$ cat src/rtl/tcw_pkg.sv
// shared constants, command and status types for the text console writer
package tcw_pkg;

    localparam int DEF_ROWS = 25;
    localparam int DEF_COLS = 80;

    localparam int CHAR_W   = 8;
    localparam int ATTR_W   = 8;
    localparam int COLUMN_W = 7;
    localparam int LINE_W   = 5;
    localparam int CURSOR_W = 11;
    localparam int CELL_DW  = CHAR_W + ATTR_W;

    localparam logic [CHAR_W-1:0] NEWLINE_CHAR       = 8'd10;
    localparam logic [ATTR_W-1:0] DEFAULT_ATTR_RESET = 8'h0f;

    localparam logic OP_PRINT = 1'b0;
    localparam logic OP_READ  = 1'b1;

    typedef struct packed {
        logic capture;
        logic select;
        logic calc_addr;
        logic access;
        logic sweep_start;
        logic sweep_step;
        logic sweep_zero;
        logic result;
    } t_cmd;

    typedef struct packed {
        logic is_read;
        logic wraps;
        logic sweep_last;
        logic out_busy;
    } t_status;

endpackage

$ cat src/rtl/tcw_ctrl.sv
// controller state machine for the text console writer
module tcw_ctrl (
    input  logic             i_clk,
    input  logic             i_rst_n,
    input  logic             i_valid,
    input  tcw_pkg::t_status i_status,
    output logic             o_ready,
    output tcw_pkg::t_cmd    o_cmd
);

    typedef enum logic [7:0] {
        S_CLEAR   = 8'b0000_0001,
        S_IDLE    = 8'b0000_0010,
        S_SEL     = 8'b0000_0100,
        S_MUL     = 8'b0000_1000,
        S_ACCESS  = 8'b0001_0000,
        S_SCR_PRE = 8'b0010_0000,
        S_SCROLL  = 8'b0100_0000,
        S_RESULT  = 8'b1000_0000
    } t_state;

    t_state r_state;
    t_state n_state;

    assign o_ready = (r_state == S_IDLE);

    always_comb begin
        n_state = r_state;
        o_cmd   = '0;
        unique case (r_state)
            S_CLEAR: begin
                o_cmd.sweep_step = 1'b1;
                o_cmd.sweep_zero = 1'b1;
                if (i_status.sweep_last) begin
                    n_state = S_IDLE;
                end
            end
            S_IDLE: begin
                if (i_valid) begin
                    o_cmd.capture = 1'b1;
                    n_state       = S_SEL;
                end
            end
            S_SEL: begin
                o_cmd.select = 1'b1;
                n_state      = S_MUL;
            end
            S_MUL: begin
                o_cmd.calc_addr = 1'b1;
                n_state         = S_ACCESS;
            end
            S_ACCESS: begin
                o_cmd.access = 1'b1;
                if (!i_status.is_read && i_status.wraps) begin
                    n_state = S_SCR_PRE;
                end else begin
                    n_state = S_RESULT;
                end
            end
            S_SCR_PRE: begin
                o_cmd.sweep_start = 1'b1;
                n_state           = S_SCROLL;
            end
            S_SCROLL: begin
                o_cmd.sweep_step = 1'b1;
                if (i_status.sweep_last) begin
                    n_state = S_RESULT;
                end
            end
            S_RESULT: begin
                if (!i_status.out_busy) begin
                    o_cmd.result = 1'b1;
                    n_state      = S_IDLE;
                end
            end
            default: begin
                n_state = S_IDLE;
            end
        endcase
    end

    always_ff @(posedge i_clk) begin
        if (!i_rst_n) begin
            r_state <= S_CLEAR;
        end else begin
            r_state <= n_state;
        end
    end

endmodule

$ cat config.mk
export PLATFORM = sky130hd
export DESIGN_NAME = tcw_ctrl
export DESIGN_NICKNAME = d
export VERILOG_FILES = /design/src/rtl/tcw_pkg.sv /design/src/rtl/tcw_ctrl.sv
export SDC_FILE = /design/constraint.sdc
export NUM_CORES = 1
export LEC_CHECK = 0
export BUFFER_PORTS_ARGS = -buffer_cell sky130_fd_sc_hd__clkbuf_2
export CORE_AREA = 2 2 39 41
export DETAILED_ROUTE_END_ITERATION = 16
export DIE_AREA = 0 0 41 43
export SYNTH_ARGS = -nofsm -noshare
export SYNTH_HDL_FRONTEND = slang
export SYNTH_SLANG_ARGS = --single-unit
$ cat constraint.sdc
create_clock -name i_clk -period 2.94 [get_ports i_clk]
set_clock_uncertainty 0.15 [all_clocks]
set_input_delay 0.588 -clock i_clk [delete_from_list [all_inputs] [get_ports i_clk]]
set_output_delay 0.588 -clock i_clk [all_outputs]
set_load 0.01 [all_outputs]
---- Word-level counts from Yosys, hierarchy flattened ----
Index checks and enable logic that the tools add are counted.
operators by class
  add/subtract/negate cells ............... 0
  multipliers ............................. 0
  div/mod/pow operators ................... 0
  order comparisons ....................... 0
  equal/unequal tests ..................... 12
  shifts and indexed selects .............. 0
  mux-type cells .......................... 16
  bitwise gates (word level) .............. 0
  reduce and logical (&&, ||, !) cells .... 4
operators by type and width
  operator                                        count
  case mux 8 bit (8 select lines)                 1
  2-to-1 mux 8 bit                                5
  2-to-1 mux 1 bit                                10
  == test 8 x 1 -> 1 bit (second input constant)  1
  == test 8 x 2 -> 1 bit (second input constant)  1
  == test 8 x 3 -> 1 bit (second input constant)  1
  == test 8 x 4 -> 1 bit (second input constant)  1
  == test 8 x 5 -> 1 bit (second input constant)  1
  == test 8 x 6 -> 1 bit (second input constant)  1
  == test 8 x 7 -> 1 bit (second input constant)  1
  == test 8 bit (second input constant)           1
  != test 2 bit (second input constant)           4
  AND reduction 4 bit                             1
  OR reduction 2 bit                              1
  logical AND 1 bit                               1
  logical NOT 1 bit                               1
word-level totals
  register bits after elaboration ......... 8
  bits in latches ......................... 0
  RAM bits ................................ 0
  ROM bits ................................ 0
  word-level logic and storage cells ...... 33
  memories ................................ 0

---- Logic depth before layout (Yosys ltp) ----
Gate-level depths: netlist (run 1).
  word-level depth ........................ 4
  gate-level depth with buffers ........... 6

---- Least setup slack after synthesis (run 1) ----
No wires, ideal clock.
  path kind ............................... register to output
  from .................................... reg r_state[6]
  to ...................................... out o_cmd[3] in the netlist's numbering
  arrival ................................. 1.572 ns
  data required time ...................... 2.202 ns
  path slack .............................. 0.630 ns
  stages on the path, launching flop included .. 5
  cells stage by stage .................... dfxtp_1 -> buf_6 -> or4_4 -> or3_4 -> nor3b_2
RTL lines
  what                    RTL line        source
  start, declared         tcw_ctrl.sv:22  t_state r_state;
  start signal, assigned  tcw_ctrl.sv:86  r_state <= n_state;
  end, declared           tcw_ctrl.sv:8   output tcw_pkg::t_cmd o_cmd

==> results of run 1 <==
## Yosys cell counts, types with 2 or more instances
| library cell | number | share of area |
|---|---|---|
| nor4_1 | 3 | 0.038 |
| nand2b_1 | 2 | 0.025 |
| dfxtp_1 | 8 | 0.32 |
| nor2_1 | 7 | 0.053 |
| or3_4 | 2 | 0.045 |
| xnor2_1 | 2 | 0.035 |
| nand3b_1 | 3 | 0.045 |
| and2_1 | 2 | 0.025 |
| and4b_1 | 2 | 0.040 |
| and3_1 | 3 | 0.038 |
| nor3b_2 | 2 | 0.050 |
## report_power, final
group | total [mW] | switching [mW] | internal, mW
combinational | 0.0438 | 0.0224 | 0.0214
sequential | 0.116 | 0.00440 | 0.112
clock | 0.0862 | 0.0393 | 0.0469
## how the worst max path moves through the flow
stage / slack [ps] / endpoint
floorplan: 630 / o_cmd[3]
finish: 240 / o_cmd[3]
global placement: 540 / o_cmd[3]
detailed placement: 500 / o_cmd[3]
global route: 120 / o_cmd[3]
CTS: 220 / o_cmd[3]
## layout by cell type, fill, tap and decap left out, drive strengths merged
cell | synthesis | final
nor3b | 2 | 2
nor2 | 7 | 7
a21oi | 1 | 1
nand4 | 1 | 1
o21ai | 2 | 2
inv | 1 | 1
dfxtp | 8 | 8
clkbuf | 0 | 18
or3 | 3 | 3
nand2b | 2 | 2
nor3 | 1 | 1
or2 | 1 | 1
xnor2 | 2 | 2
o21a | 1 | 1
a31oi | 1 | 1
nand4b | 1 | 1
and4b | 2 | 2
or4 | 2 | 2
and3 | 3 | 3
a2111o | 1 | 1
nor2b | 2 | 2
o41ai | 1 | 1
nor4 | 3 | 3
and2 | 2 | 2
nand3b | 3 | 3
nand3 | 1 | 1
## routing by layer
| metal | vias up | global-route usage | wire, µm |
|---|---|---|---|
| li1 | 244 | - | - |
| met1 | 225 | 0.184 | 504 |
| met2 | 15 | 0.216 | 508 |
| met3 | 2 | 0.0471 | 72 |
| met4 | 0 | 0.0600 | 6 |
| met5 | - | 0 | 0 |
## cells by family after synthesis
kind of cell | after synthesis | share of synthesized area
AO/OA/AOI/OAI | 7 | 0.106
AND/OR/NAND/NOR | 36 | 0.505
flip-flops | 8 | 0.323
buffers and inverters | 2 | 0.0303
XOR/XNOR | 2 | 0.0354
## critical path: stages (launching register included)
cell and delay [ps]:
dfxtp_1 380, or4_4 580, or3_4 350, nor3b_2 230, clkbuf_2 170
## layout make-up
class / count / area, µm²
Fill cell: 143 / 782
Multi-Input combinational cell: 45 / 320
Sequential cell: 8 / 160
Timing Repair Buffer: 15 / 75.1
Clock buffer: 3 / 22.5
Tap cell: 16 / 20.0
Inverter: 1 / 3.75
## through the flow
step | total power, mW | cell area, µm²
2_1_floorplan | 0.146 | 495
3_3_place_gp | 0.162 | 579
3_5_place_dp | 0.162 | 579
4_1_cts | 0.248 | 602
5_1_grt | 0.260 | 602
6_report | 0.246 | 602
==> run metrics, run 1 <==
Final Critical Period=2700 ps; reg2reg start=r_state[1]; PD cells=~410 nW/µm²; clock sink count=8; number of enable flip-flop cells after synthesis=0; HP Start=i_status[1]; syn_area_per_cell=9.01 µm²; Max VDD drop=167 µV; row count=14; die width=41 µm; slew margin rel.=0.574; biggest regs=r_state x8; CP startpoint kind=flop; unrepaired setup endpoints after global routing=no; hold path endpoint=r_state[0]; final core utilization=0.435; Largest register FFs=8; First-pass DRT Iterations=4; Setup crit start=r_state[6]; Post-Syn Nets=62; vias in the first global route=410; Ports=16; initial antenna violation count=0; reg-to-reg endpoint=r_state[4]; First DRT Iteration DRCs=11; chip height=about 43 µm; CP Class=reg2out; Port-buffer cells=15; layout cell share with drive strength beyond 1=0.361; Placed Cells=85; Worst Hold Class=in2reg; Via-to-Cell Ratio=between 5 and 6; area of the core=1380 µm²; via count=486; leakage power figure=0.253 nW; DIE AREA=1760 µm²; Synth cell types=30; H-tree levels=1; Bufs on Longest Clock Path=2; Final setup viols=0; DRT antenna net count=0; WL final=1.09 mm; kind of end point of the critical path=output port; gr usage total=0.145; WHS=~390 ps; FF+latch count, synth=8; Final HPWL DP=846 µm; final worst-path cycle share=0.920; max-capacitance violation count=0; Biggest register=r_state; GP Congestion=0.818; cts-stage hold buffer count=0; n_diodes=0; sequential area share after synthesis=0.323; cell count after synthesis=55; clock latency on the worst-skew pair=250 ps; final hold vios=0; Critical Path RT=2200 ps; synthesis-to-finish area growth=21.5%; global route overflow=0; largest net degree at the start of global routing=9; Setup WS post-layout=235 ps; CTS tree=done; root buffer cell=clkbuf_4; Post-synth top flop=dfxtp_1; Initial Util=0.358; fin nets=81; Max Fclk=370 MHz; global-route wire length before repair=roughly 1.7 mm; Hold Path Cell Cnt=2; setup TNS=0 ps; Clock transition at path regs=60 ps; reg2reg path depth=5; Num CTS Buffers=3; post-cts sizing count=0; status=complete, no violations; worst-path maximum fanout=8; Finished Layout Cells=88; Yosys warning total=0; Synth Cell Area=495 µm²; total setup buffers inserted after CTS=0; fraction of registers with async set or reset after synthesis=0; Slew @ Worst Pin=634 ps; Avg WL per Cell=12.4 µm; DRC=0; max-slew violations=0; worst path arrival time=~2000 ps; FF-to-FF setup slack=between 800 and 900 ps; Placement Setup Slack=496 ps
No activity file was read; power rests on OpenSTA's default activity.
==> inputs of run 2 (changes only) <==
CELL_PAD_IN_SITES_DETAIL_PLACEMENT = 2   (was default)
CELL_PAD_IN_SITES_GLOBAL_PLACEMENT = 2   (was default)
CORE_AREA = default   (was 2 2 39 41)
CORE_UTILIZATION = 29   (was default)
DIE_AREA = default   (was 0 0 41 43)
PLACE_DENSITY_LB_ADDON = 0.1   (was default)
RECOVER_POWER = 100   (was default)
==> run metrics, run 2 (same netlist as run 1, synthesis figures left out) <==
kind of end point of the critical path=output port; global route overflow=0; Critical Path RT=roughly 2200 ps; First-pass DRT Iterations=9; Sequential Area=160 µm²; largest net degree at the start of global routing=9; worst-path maximum fanout=8; most common cell after layout, fill and taps aside=clkbuf_1; reg-to-reg endpoint=r_state[4]; HP Start=i_status[1]; die width=43.3 µm; Final Critical Period=2760 ps; initial antenna violation count=0; FF-to-FF setup slack=around 540 ps; DRC=2; clock latency on the worst-skew pair=260 ps; placed cell areas=587 µm²; most frequent cells in the layout=clkbuf_1 (9), dfxtp_1 (8), nor2_1 (7), clkbuf_2 (7); biggest regs=r_state x8; Max stage delay on crit path=630 ps; gr usage total=0.175; Largest register FFs=8; DRT antenna net count=0; reg2reg path depth=5; via count=500; Bufs on Longest Clock Path=2; fill count=184; CP Class=reg2out; n_diodes=0; DIE AREA=1880 µm²; violated checks=DRC; Slew @ Worst Pin=545 ps; row count=14; Max Fclk=362 MHz; max-capacitance violation count=0; Worst Hold Class=in2reg; Avg WL per Cell=15.4 µm; slew margin rel.=0.633; Num CTS Buffers=3; post-cts sizing count=0; final worst-path cycle share=0.939; post-route cell area=583 µm²; unrepaired setup endpoints after global routing=no; Biggest register=r_state; Port-buffer cells=15; Multi-input gate area=308 µm²; GP Congestion=0.692; PD cells=427 nW/µm²; Initial Util=0.318; max-slew violations=0; global-route wire length before repair=2.39 mm; fin nets=just over 80; First DRT Iteration DRCs=6; reg2reg start=r_state[1]; vias in the first global route=517; final hold vios=0; clock sink count=8; worst path arrival time=2020 ps; root buffer cell=clkbuf_4; H-tree levels=1; area of the core=1560 µm²; CP startpoint kind=flop; Max VDD drop=about 180 µV; WL final=1.37 mm; layout cell share with drive strength beyond 1=0.205; Ports=16; total setup buffers inserted after CTS=0; crit path buf inv count=1; leakage power figure=0.224 nW; Via-to-Cell Ratio=roughly 5.6; highest-delay cell along the critical path=or4_1; CTS tree=done; Hold Path Cell Cnt=2; status=finished, violations left; Final HPWL DP=1.01 mm; hold path endpoint=r_state[0]; Clock transition at path regs=60 ps; Critical Path, Cell by Cell=or4_1 -> or3_4 -> nor3b_2 -> clkbuf_2; setup TNS=0 ps; family with the most delay on the worst path=simple AND/OR/NAND/NOR gates; Final setup viols=0; chip height=around 43 µm; cts-stage hold buffer count=0; synthesis-to-finish area growth=17.7%
[run 2: changes by cell type in the layout (fill, tap and decap cells not counted)]
cell,delta
o21ai_0,+2
or3_1,+1
o21ai_2,-1
or4_4,-1
clkbuf_1,+9
or4_1,+1
o21ai_1,-1
clkbuf_2,-8
or3_4,-1
[run 2: metal layers]
layer  global-route usage  vias to the layer above  routed length (µm)
li1                     -                      245                   -
met1                0.227                      239                 657
met2                0.264                       14                 629
met3               0.0750                        2                  75
met4               0.0563                        0                   9
met5                    0                        -                   0
[run 2: worst max-delay path by stage]
stage | endpoint | depth (start not counted) | from
2_1_floorplan | o_cmd[3] | 4 | r_state[6]
5_1_grt | o_cmd[3] | 4 | r_state[6]
3_5_place_dp | o_cmd[3] | 4 | r_state[6]
4_1_cts | o_cmd[3] | 4 | r_state[6]
6_report | o_cmd[3] | 4 | r_state[6]
3_3_place_gp | o_cmd[3] | 4 | r_state[6]
[run 2: metrics by stage]
stage               std cells  power, mW  utilization  hold WS [ps]  setup WS (ps)
finish                     89      0.249        0.374           378            180
global route               89      0.261        0.374           381            101
CTS                        89      0.262        0.391           359            218
detailed placement         86      0.166        0.376           430            512
global placement           86      0.165        0.376           405            538
floorplan                  55      0.146            -           371            630
[run 2: report_power, final]
| group | leakage, nW | internal, mW | switching [mW] |
|---|---|---|---|
| Clock | 0.0138 | 0.0472 | 0.0448 |
| Combinational | 0.145 | 0.0177 | 0.0233 |
| Sequential | 0.0652 | 0.112 | 0.00435 |
[run 2: layout make-up]
cell class / instances / share of cell area
flip-flops and latches: 8 / 0.275
well taps: 16 / 0.0343
clock buffers: 3 / 0.0386
repair buffers: 16 / 0.118
inverters: 1 / 0.00644
multi-input cells: 45 / 0.528
